[src/matrix_multiply_4x4_assert.svh]
// Assertion macros for the 4x4 matrix multiplier.
// Each macro expands to a clocked concurrent assertion on clk, disabled while arst_n is low.
`ifndef MATRIX_MULTIPLY_4X4_ASSERT_SVH
`define MATRIX_MULTIPLY_4X4_ASSERT_SVH
`ifndef SYNTHESIS
// Property must hold at every clock edge outside reset.
`define MM4_ASSERT_ALWAYS(label, expr, msg) \
	label: assert property (@(posedge clk) disable iff (!arst_n) (expr)) else $error(msg);
// When cond holds, expr must hold at the next clock edge.
`define MM4_ASSERT_NEXT(label, cond, expr, msg) \
	label: assert property (@(posedge clk) disable iff (!arst_n) (cond) |=> (expr)) \
		else $error(msg);
`else
`define MM4_ASSERT_ALWAYS(label, expr, msg)
`define MM4_ASSERT_NEXT(label, cond, expr, msg)
`endif
`endif

[src/mm4_pkg.sv]
// Shared constants and types for the 4x4 matrix multiplier.
// No dependencies; imported by the interfaces, the controller, the datapath, the top level and the testbench.
package mm4_pkg;
	localparam int DIM       = 4;
	localparam int FRAC_BITS = 16;
	localparam int CELLS     = DIM * DIM;
	localparam int IDX_W     = 4;
	localparam int K_W       = $clog2(DIM);
	localparam int VAL_W     = 32;
	localparam int PROD_W    = 2 * VAL_W;
	localparam int ACC_W     = PROD_W + $clog2(DIM);

	localparam logic [VAL_W-1:0] SAT_MAX = {1'b0, {(VAL_W-1){1'b1}}};
	localparam logic [VAL_W-1:0] SAT_MIN = {1'b1, {(VAL_W-1){1'b0}}};

	localparam logic SEL_LEFT  = 1'b0;
	localparam logic SEL_RIGHT = 1'b1;

	// Commands from the controller to the datapath.
	typedef struct packed {
		logic             wr_en;
		logic             issue;
		logic             first;
		logic             last_k;
		logic [IDX_W-1:0] a_addr;
		logic [IDX_W-1:0] b_addr;
		logic [IDX_W-1:0] out_idx;
		logic             out_last;
	} mm4_cmd_t;

	// Status from the datapath back to the controller.
	typedef struct packed {
		logic out_free;
		logic result_loaded;
	} mm4_status_t;
endpackage

[src/mm4_if.sv]
// Handshake channel interfaces for element loads and product words.
// Depends on mm4_pkg for the field widths.
interface mm4_in_if;
	import mm4_pkg::*;
	logic                    valid;
	logic                    ready;
	logic                    matrix_sel;
	logic [IDX_W-1:0]        elem_index;
	logic signed [VAL_W-1:0] elem_value;
	logic                    compute;

	modport source (output valid, matrix_sel, elem_index, elem_value, compute, input ready);
	modport sink (input valid, matrix_sel, elem_index, elem_value, compute, output ready);
endinterface

interface mm4_out_if;
	import mm4_pkg::*;
	logic                    valid;
	logic                    ready;
	logic [IDX_W-1:0]        out_index;
	logic signed [VAL_W-1:0] out_value;
	logic                    last;

	modport source (output valid, out_index, out_value, last, input ready);
	modport sink (input valid, out_index, out_value, last, output ready);
endinterface

[src/mm4_datapath.sv]
// Operand stores, multiply-accumulate pipeline, saturation and output register.
// Depends on mm4_pkg; driven by mm4_ctrl through mm4_cmd_t.
module mm4_datapath (
	input  logic                          clk,
	input  logic                          arst_n,
	input  mm4_pkg::mm4_cmd_t             cmd,
	input  logic                          wr_sel,
	input  logic [mm4_pkg::IDX_W-1:0]     wr_index,
	input  logic [mm4_pkg::VAL_W-1:0]     wr_value,
	output mm4_pkg::mm4_status_t          status,
	output logic                          out_valid,
	input  logic                          out_ready,
	output logic [mm4_pkg::IDX_W-1:0]     out_index,
	output logic [mm4_pkg::VAL_W-1:0]     out_value,
	output logic                          out_last
);
	import mm4_pkg::*;

	logic [VAL_W-1:0]        left_mem [CELLS];
	logic [VAL_W-1:0]        right_mem [CELLS];

	logic [VAL_W-1:0]        a_s1, b_s1;
	logic                    valid_s1, first_s1, last_k_s1;
	logic [IDX_W-1:0]        idx_s1, idx_s2, idx_s3;
	logic                    olast_s1, olast_s2, olast_s3;
	logic signed [PROD_W-1:0] p_s2;
	logic                    valid_s2, first_s2, last_k_s2;
	logic signed [ACC_W-1:0] acc_q;
	logic                    done_s3;
	logic signed [ACC_W-1:0] p_ext, shifted;
	logic                    fits;
	logic [VAL_W-1:0]        sat_val;
	logic                    out_valid_q;
	logic [IDX_W-1:0]        out_index_q;
	logic [VAL_W-1:0]        out_value_q;
	logic                    out_last_q;

	// Stores and the registered read port.
	always_ff @(posedge clk) begin
		if (cmd.wr_en && wr_sel == SEL_LEFT) begin
			left_mem[wr_index] <= wr_value;
		end
		if (cmd.wr_en && wr_sel == SEL_RIGHT) begin
			right_mem[wr_index] <= wr_value;
		end
		a_s1 <= left_mem[cmd.a_addr];
		b_s1 <= right_mem[cmd.b_addr];
	end

	// Payload of the pipeline stages.
	always_ff @(posedge clk) begin
		idx_s1   <= cmd.out_idx;
		olast_s1 <= cmd.out_last;
		p_s2     <= $signed(a_s1) * $signed(b_s1);
		idx_s2   <= idx_s1;
		olast_s2 <= olast_s1;
		if (valid_s2) begin
			acc_q  <= first_s2 ? p_ext : acc_q + p_ext;
			idx_s3 <= idx_s2;
			olast_s3 <= olast_s2;
		end
	end

	assign p_ext = {{(ACC_W-PROD_W){p_s2[PROD_W-1]}}, p_s2};

	always_ff @(posedge clk or negedge arst_n) begin
		if (!arst_n) begin
			valid_s1  <= 1'b0;
			first_s1  <= 1'b0;
			last_k_s1 <= 1'b0;
			valid_s2  <= 1'b0;
			first_s2  <= 1'b0;
			last_k_s2 <= 1'b0;
			done_s3   <= 1'b0;
		end else begin
			valid_s1  <= cmd.issue;
			first_s1  <= cmd.first;
			last_k_s1 <= cmd.last_k;
			valid_s2  <= valid_s1;
			first_s2  <= first_s1;
			last_k_s2 <= last_k_s1;
			done_s3   <= valid_s2 && last_k_s2;
		end
	end

	// Arithmetic shift rounds toward minus infinity; the sum fits when all bits
	// above the result's sign bit agree with it.
	assign shifted = acc_q >>> FRAC_BITS;
	assign fits    = (&shifted[ACC_W-1:VAL_W-1]) || !(|shifted[ACC_W-1:VAL_W-1]);
	assign sat_val = fits ? shifted[VAL_W-1:0] : (shifted[ACC_W-1] ? SAT_MIN : SAT_MAX);

	always_ff @(posedge clk) begin
		if (done_s3) begin
			out_index_q <= idx_s3;
			out_value_q <= sat_val;
			out_last_q  <= olast_s3;
		end
	end

	always_ff @(posedge clk or negedge arst_n) begin
		if (!arst_n) begin
			out_valid_q <= 1'b0;
		end else if (done_s3) begin
			out_valid_q <= 1'b1;
		end else if (out_ready) begin
			out_valid_q <= 1'b0;
		end
	end

	assign status.out_free      = !out_valid_q;
	assign status.result_loaded = done_s3;

	assign out_valid = out_valid_q;
	assign out_index = out_index_q;
	assign out_value = out_value_q;
	assign out_last  = out_last_q;
endmodule

[src/mm4_ctrl.sv]
// Controller: accepts element loads and sequences the row, column and
// inner-product counters for each product word. Depends on mm4_pkg.
module mm4_ctrl (
	input  logic                 clk,
	input  logic                 arst_n,
	input  logic                 in_valid,
	input  logic                 in_compute,
	output logic                 in_ready,
	input  mm4_pkg::mm4_status_t status,
	output mm4_pkg::mm4_cmd_t    cmd
);
	import mm4_pkg::*;

	typedef enum logic [1:0] {
		S_IDLE,
		S_HOLD,
		S_ISSUE,
		S_WAIT
	} state_t;

	state_t         state_q;
	logic [K_W-1:0] row_q, col_q, k_q;
	logic           k_end, row_end, col_end;

	assign k_end   = k_q == K_W'(DIM - 1);
	assign row_end = row_q == K_W'(DIM - 1);
	assign col_end = col_q == K_W'(DIM - 1);

	always_ff @(posedge clk or negedge arst_n) begin
		if (!arst_n) begin
			state_q <= S_IDLE;
			row_q   <= '0;
			col_q   <= '0;
			k_q     <= '0;
		end else begin
			unique case (state_q)
				S_IDLE: begin
					row_q <= '0;
					col_q <= '0;
					k_q   <= '0;
					if (in_valid && in_compute) begin
						state_q <= S_HOLD;
					end
				end
				// Start a word only once the output register is empty.
				S_HOLD: begin
					if (status.out_free) begin
						state_q <= S_ISSUE;
					end
				end
				S_ISSUE: begin
					if (k_end) begin
						k_q     <= '0;
						state_q <= S_WAIT;
					end else begin
						k_q <= k_q + 1'b1;
					end
				end
				S_WAIT: begin
					if (status.result_loaded) begin
						if (row_end && col_end) begin
							state_q <= S_IDLE;
						end else begin
							state_q <= S_HOLD;
							row_q   <= row_end ? '0 : row_q + 1'b1;
							col_q   <= row_end ? col_q + 1'b1 : col_q;
						end
					end
				end
				default: state_q <= S_IDLE;
			endcase
		end
	end

	assign in_ready     = state_q == S_IDLE;
	assign cmd.wr_en    = in_valid && in_ready;
	assign cmd.issue    = state_q == S_ISSUE;
	assign cmd.first    = k_q == '0;
	assign cmd.last_k   = k_end;
	assign cmd.a_addr   = IDX_W'(int'(k_q) * DIM + int'(row_q));
	assign cmd.b_addr   = IDX_W'(int'(col_q) * DIM + int'(k_q));
	assign cmd.out_idx  = IDX_W'(int'(col_q) * DIM + int'(row_q));
	assign cmd.out_last = row_end && col_end;
endmodule

[src/matrix_multiply_4x4.sv]
// 4x4 signed Q16.16 matrix multiplier, R = A * B, all matrices column-major.
// Each accepted word stores one element of A or B. A word with compute set
// stores its element and then produces the sixteen elements of R in
// column-major order, the last one marked. Each product word takes four reads
// of each store's single read port (one per inner-product term through one
// 32x32 multiplier), then drains the multiply-accumulate pipeline. The
// controller starts a word only once the output register is empty, so the
// product words never overlap. No element loads are taken until the last
// product word has been loaded into the output register. Sums are exact,
// shifted right with rounding toward minus infinity and saturated to 32
// bits. Stores are not cleared at reset.
// Depends on mm4_pkg, mm4_if, mm4_ctrl, mm4_datapath and the assertion header.
`include "matrix_multiply_4x4_assert.svh"
module matrix_multiply_4x4 (
	input  logic     clk,
	input  logic     arst_n,
	mm4_in_if.sink   elem,
	mm4_out_if.source result
);
	import mm4_pkg::*;

	mm4_cmd_t    cmd;
	mm4_status_t status;

	mm4_ctrl u_ctrl (
		.clk        (clk),
		.arst_n     (arst_n),
		.in_valid   (elem.valid),
		.in_compute (elem.compute),
		.in_ready   (elem.ready),
		.status     (status),
		.cmd        (cmd)
	);

	mm4_datapath u_datapath (
		.clk       (clk),
		.arst_n    (arst_n),
		.cmd       (cmd),
		.wr_sel    (elem.matrix_sel),
		.wr_index  (elem.elem_index),
		.wr_value  (elem.elem_value),
		.status    (status),
		.out_valid (result.valid),
		.out_ready (result.ready),
		.out_index (result.out_index),
		.out_value (result.out_value),
		.out_last  (result.last)
	);

	// A finished word must never land on a word still waiting at the output.
	`MM4_ASSERT_ALWAYS(a_no_overwrite, !(status.result_loaded && result.valid), "output word overwritten")
	// Reads for a product never overlap an element store.
	`MM4_ASSERT_ALWAYS(a_no_issue_on_load, !(cmd.issue && cmd.wr_en), "read issued during store")
	// Product reads start only once the output register has emptied.
	`MM4_ASSERT_ALWAYS(a_no_issue_while_full, !(cmd.issue && result.valid), "read issued while full")
	// A loaded word shows up as valid at the output on the next cycle.
	`MM4_ASSERT_NEXT(a_load_visible, status.result_loaded, result.valid, "loaded word not presented")
endmodule

[src/flat_wrapper.sv]
// flat-port wrapper written by rule: the top's interface ports become plain ports
module matrix_multiply_4x4_flat import mm4_pkg::*;
  (clk, arst_n, elem_valid, elem_matrix_sel, elem_elem_index, elem_elem_value, elem_compute, elem_ready, result_valid, result_out_index, result_out_value, result_last, result_ready);
  mm4_in_if elem_i ();
  mm4_out_if result_i ();
  input  logic clk;
  input  logic arst_n;
  input wire logic [$bits(elem_i.valid)-1:0] elem_valid;
  input wire logic [$bits(elem_i.matrix_sel)-1:0] elem_matrix_sel;
  input wire logic [$bits(elem_i.elem_index)-1:0] elem_elem_index;
  input wire logic [$bits(elem_i.elem_value)-1:0] elem_elem_value;
  input wire logic [$bits(elem_i.compute)-1:0] elem_compute;
  output wire logic [$bits(elem_i.ready)-1:0] elem_ready;
  output wire logic [$bits(result_i.valid)-1:0] result_valid;
  output wire logic [$bits(result_i.out_index)-1:0] result_out_index;
  output wire logic [$bits(result_i.out_value)-1:0] result_out_value;
  output wire logic [$bits(result_i.last)-1:0] result_last;
  input wire logic [$bits(result_i.ready)-1:0] result_ready;
  assign elem_i.valid = elem_valid;
  assign elem_i.matrix_sel = elem_matrix_sel;
  assign elem_i.elem_index = elem_elem_index;
  assign elem_i.elem_value = elem_elem_value;
  assign elem_i.compute = elem_compute;
  assign elem_ready = elem_i.ready;
  assign result_valid = result_i.valid;
  assign result_out_index = result_i.out_index;
  assign result_out_value = result_i.out_value;
  assign result_last = result_i.last;
  assign result_i.ready = result_ready;
  matrix_multiply_4x4 u_core (.clk(clk), .arst_n(arst_n), .elem(elem_i), .result(result_i));
endmodule
[config.mk]
export PLATFORM = sky130hd
export DESIGN_NAME = matrix_multiply_4x4_flat
export DESIGN_NICKNAME = d
export VERILOG_FILES = /design/src/mm4_pkg.sv /design/src/mm4_if.sv /design/src/mm4_datapath.sv /design/src/mm4_ctrl.sv /design/src/matrix_multiply_4x4.sv /design/src/flat_wrapper.sv
export VERILOG_INCLUDE_DIRS = /design/src /design/src/src
export SDC_FILE = /design/constraint.sdc
export NUM_CORES = 2
export LEC_CHECK = 0
export CAP_MARGIN = 30
export CORE_MARGIN = 1.5
export CORE_UTILIZATION = 62
export CTS_CLUSTER_DIAMETER = 40
export CTS_CLUSTER_SIZE = 24
export DETAILED_ROUTE_END_ITERATION = 8
export DONT_BUFFER_PORTS = 1
export HOLD_SLACK_MARGIN = 0.12
export PLACE_DENSITY_LB_ADDON = 0.08
export SLEW_MARGIN = 10
export SYNTH_ARGS = -nofsm -noshare
export SYNTH_HDL_FRONTEND = slang
export SYNTH_SLANG_ARGS = --single-unit
export TNS_END_PERCENT = 20
[constraint.sdc]
create_clock -name clk -period 10.76 [get_ports clk]
set_input_delay 0.538 -clock clk [delete_from_list [all_inputs] [get_ports clk]]
set_output_delay 0.538 -clock clk [all_outputs]
set_load 0.05 [all_outputs]
==> metrics.md <==
| Metric | Value |
|---|---|
| Status | complete, no violations |
| Initial antenna violation count | 8 |
| Core area | 138000 um2 |
| Setup TNS Final | 0 ps |
| Synth Instances | 6396 |
| Max-cap viol count | 0 |
| Final instance area | 94700 um2 |
| Top cell type's share of synthesized area | 39.5% |
| CTS root buffer | clkbuf_16 |
| Syn Area/Cell | 13.5 um2 |
| H-tree depth | 4 |
| Antenna viol nets, final | 0 |
| Max Slew Vio Count | 0 |
| Global-route wire length before repair | 320 mm |
| WP data required | 11450 ps |
| Post-layout util | 68.8% |
| Vias after detailed routing | 50000 |
| IO buf count | 0 |
| Top cells by area, synth | edfxtp_1 39%, fa_1 25%, mux4_2 8.4% |
| Final Worst Setup Slack | 2070 ps |
| Inserted Clock Buffers | 150 |
| Critical path's most frequent cell | fa_1 |
| Xor-xnor portion of the synthesized cell area | 1.30% |
| Post-synth EDFFs | 1132 |
| Area occupied by multi-input gates | 44100 um2 |
| FF-to-FF setup slack | 2070 ps |
| Compound-cell area share of the yosys netlist | 3.97% |
| Fmax | 115 MHz |
| Pin count of the biggest net entering global routing | 121 |
| CP Cell Sequence | buf_4 -> and2_1 -> fa_1 -> fa_1 -> fa_1 -> buf_4 -> fa_1 -> inv_1 -> fa_1 -> fa_1 -> fa_1 -> fa_1 -> inv_1 -> ha_1 -> a21o_1 -> nand2_1 -> nand2_1 -> a21o_1 -> a21o_1 -> a21oi_1 -> o31ai_1 -> a221o_1 -> a221oi_1 -> xnor2_1 |
| Vias per cell | 6.01 |
| RSZ-0062 raised after global routing | no |
| DRC Markers | 0 |
| Standard-cell rows | 136 |
| Seq. cell area | 37200 um2 |
| Rel. slew slack | 16.1% |
| Critical path arrival | 9380 ps |
| Share of cells above drive strength 1 | 12.3% |
| Area share of and/or/nand/nor cells after synthesis | 8.31% |
| Fill cells | 9486 |
| Initial Utilization | 62.5% |
| Placer Congestion | 0.927 |
| Critical path buffers and inverters | 4 |
| Layout area overhead | 9.94% |
| Largest family of logic cells by synthesized area | adder cells |
| Number of synthesized register bits | 1286 |
| Synth Net Count | 7778 |
| CTS tree | done |
| Die Wd | 376 um |
| Total Wirelength | 207 mm |
| Clock Pin Slew Worst Setup and Hold Paths | 70 ps |
| Setup WS pre-CTS | 2150 ps |
| Maximum buffer depth of the clock tree | 3 |
| Die ar. | 141000 um2 |
| Post-Synthesis Cell Area | 86100 um2 |
| DR iter-0 viols | 4661 |
| Post-synthesis adder-cell area fraction | 28.9% |
| Max incr delay on CP | 900 ps |
| Endpoints failing setup | 0 |
| CP max-delay cell | fa_1 |
| Cell with the most instances after synthesis | edfxtp_1 |
| Min-Delay Path Class | input port to flip-flop |
| Vias in the first global route | 53400 |
| Critical path class | flip-flop to flip-flop |
| I/O pin count | 81 |
| Placed cell area | 88300 um2 |
| Worst-margin pin slew | 1260 ps |
| Die Span Y | 376 um |
| Iteration count of the initial detailed-routing pass | 6 |
| Worst skew pair latency | 810 ps |
| Crit path launch type | flip-flop |
| Worst Path Max Fanout | 19 |
| WL per Instance | 24.9 um |
| Register area share after synthesis | 43.2% |
| GRT overflow | 0 |
| Synth Warn # | 0 |
| Post-synthesis mux area share | 8.49% |
| Gr usage total | 30.5% |
| Ys async rst share | 1.24% |
| Synth cell types | 79 |
| Top FF cell, synth | edfxtp_1 |
| Max Clock Skew | 79.7 ps |
| Final Critical Period | 8690 ps |
| Hpwl dp | 138 mm |
| Final nets | 7780 |
| Commonest cells post-synth | 1132 x edfxtp_1, 1083 x fa_1, 1009 x inv_1 |
| Crit path max-delay family | adder cells |
| Fin. Hold Viols | 0 |
| Clock Sinks | 1286 |
| Area leader, netlist | edfxtp_1 |
| Fin crit share | 80.7% |
| Endpoint class of the critical path | flip-flop |
| # Post-CTS Setup Buffers | 0 |
-- registers in the layout (all words and copies together) (netlist names), 32 cells and up --
signal	flops
u_core.u_datapath.a_s1	32
u_core.u_datapath.acc_q	66
u_core.u_datapath.b_s1	32
u_core.u_datapath.left_mem	512
u_core.u_datapath.out_value	32
u_core.u_datapath.p_s2	64
u_core.u_datapath.right_mem	512
-- area by class of cell --
cell class,count,share of cell area (%)
Tap cell,1794,2.37
Timing Repair Buffer,180,1.93
Multi-Input combinational cell,3770,46.6
Inverter,1010,4.00
Sequential cell,1286,39.3
Clock inverter,108,1.56
Clock buffer,172,4.21
Antenna cell,3,0.00793
-- path summary, 6_finish.rpt --
kind	start	to	cells past startpoint
setup / recovery	u_core.u_datapath.b_s1[3]	u_core.u_datapath.p_s2[62]	24
hold / removal	elem_valid	u_core.u_ctrl.state_q[1]	4
setup reg to reg	u_core.u_datapath.b_s1[3]	u_core.u_datapath.p_s2[62]	24
hold reg to reg	u_core.u_datapath.idx_s1[2]	u_core.u_datapath.idx_s2[2]	0
max in group asynchronous	arst_n	u_core.u_datapath.valid_s2	1
min in group asynchronous	arst_n	u_core.u_ctrl.row_q[0]	1
-- cells by family (layout without fill, tap and decap cells) --
logic type	after synthesis	in the layout
AOI/OAI and AO/OA	531	531
xor gates and xnor gates	128	128
adders and majority gates	1340	1340
buffers and inverters	1340	1470
DFF	1286	1286
muxes	330	330
other	0	3
and+or+nand+nor	1441	1441
-- layout by cell type (no fill, tap or decap), types with 11 or more instances in the layout --
cell / n
o21a_1: 12
a21oi_1: 129
clkinv_8: 16
o21ai_0: 125
o21bai_1: 22
nor3_1: 23
nand2b_1: 26
nor2_4: 24
bufinv_16: 11
clkbuf_16: 154
dlygate4sd3_1: 34
o211ai_1: 15
mux4_2: 320
ha_1: 257
inv_6: 27
buf_8: 30
xor2_1: 42
dfxtp_1: 123
clkbuf_1: 12
xnor2_1: 86
nor2_1: 86
nand4_1: 35
fa_1: 1083
and3_1: 11
a31oi_1: 20
a21o_1: 123
and2_1: 521
nand2_1: 623
buf_4: 102
nand3_1: 28
inv_1: 1009
edfxtp_1: 1132
nor2b_1: 11
a211oi_1: 13
dfxtp_2: 15
-- metrics by stage --
| step | instances | hold WS, ps |
|---|---|---|
| floorplan | 6396 | 242 |
| global placement | 7964 | 243 |
| detailed placement | 7970 | 243 |
| CTS | 8284 | 154 |
| global route | 8322 | 174 |
| finish | 8323 | 195 |
-- worst register-to-register path, cell delays in order, from the launching register on --
cell and delay [ps]:
dfxtp_1 700, buf_4 370, and2_1 240, fa_1 480
fa_1 550, fa_1 430, buf_4 210, fa_1 910
inv_1 360, fa_1 570, fa_1 580, fa_1 440
fa_1 520, inv_1 40, ha_1 340, a21o_1 200
nand2_1 60, nand2_1 60, a21o_1 190, a21o_1 180
a21oi_1 210, o31ai_1 120, a221o_1 390, a221oi_1 320
xnor2_1 150
-- metal layers --
layer  track usage (%)  wire length, um
met1              44.4            86900
met2              47.5            96800
met3              5.85            18300
met4              8.68             5350
met5                 0               38
-- repair_timing --
item                                    CTS  global route
endpoints found under the hold margin  1041             0
hold buffers                             34             0
gates resized for setup                   0             0
Power is left out: the tool's default activity adds up to more than one toggle a clock period on the data nets, which glitch-free logic cannot reach.
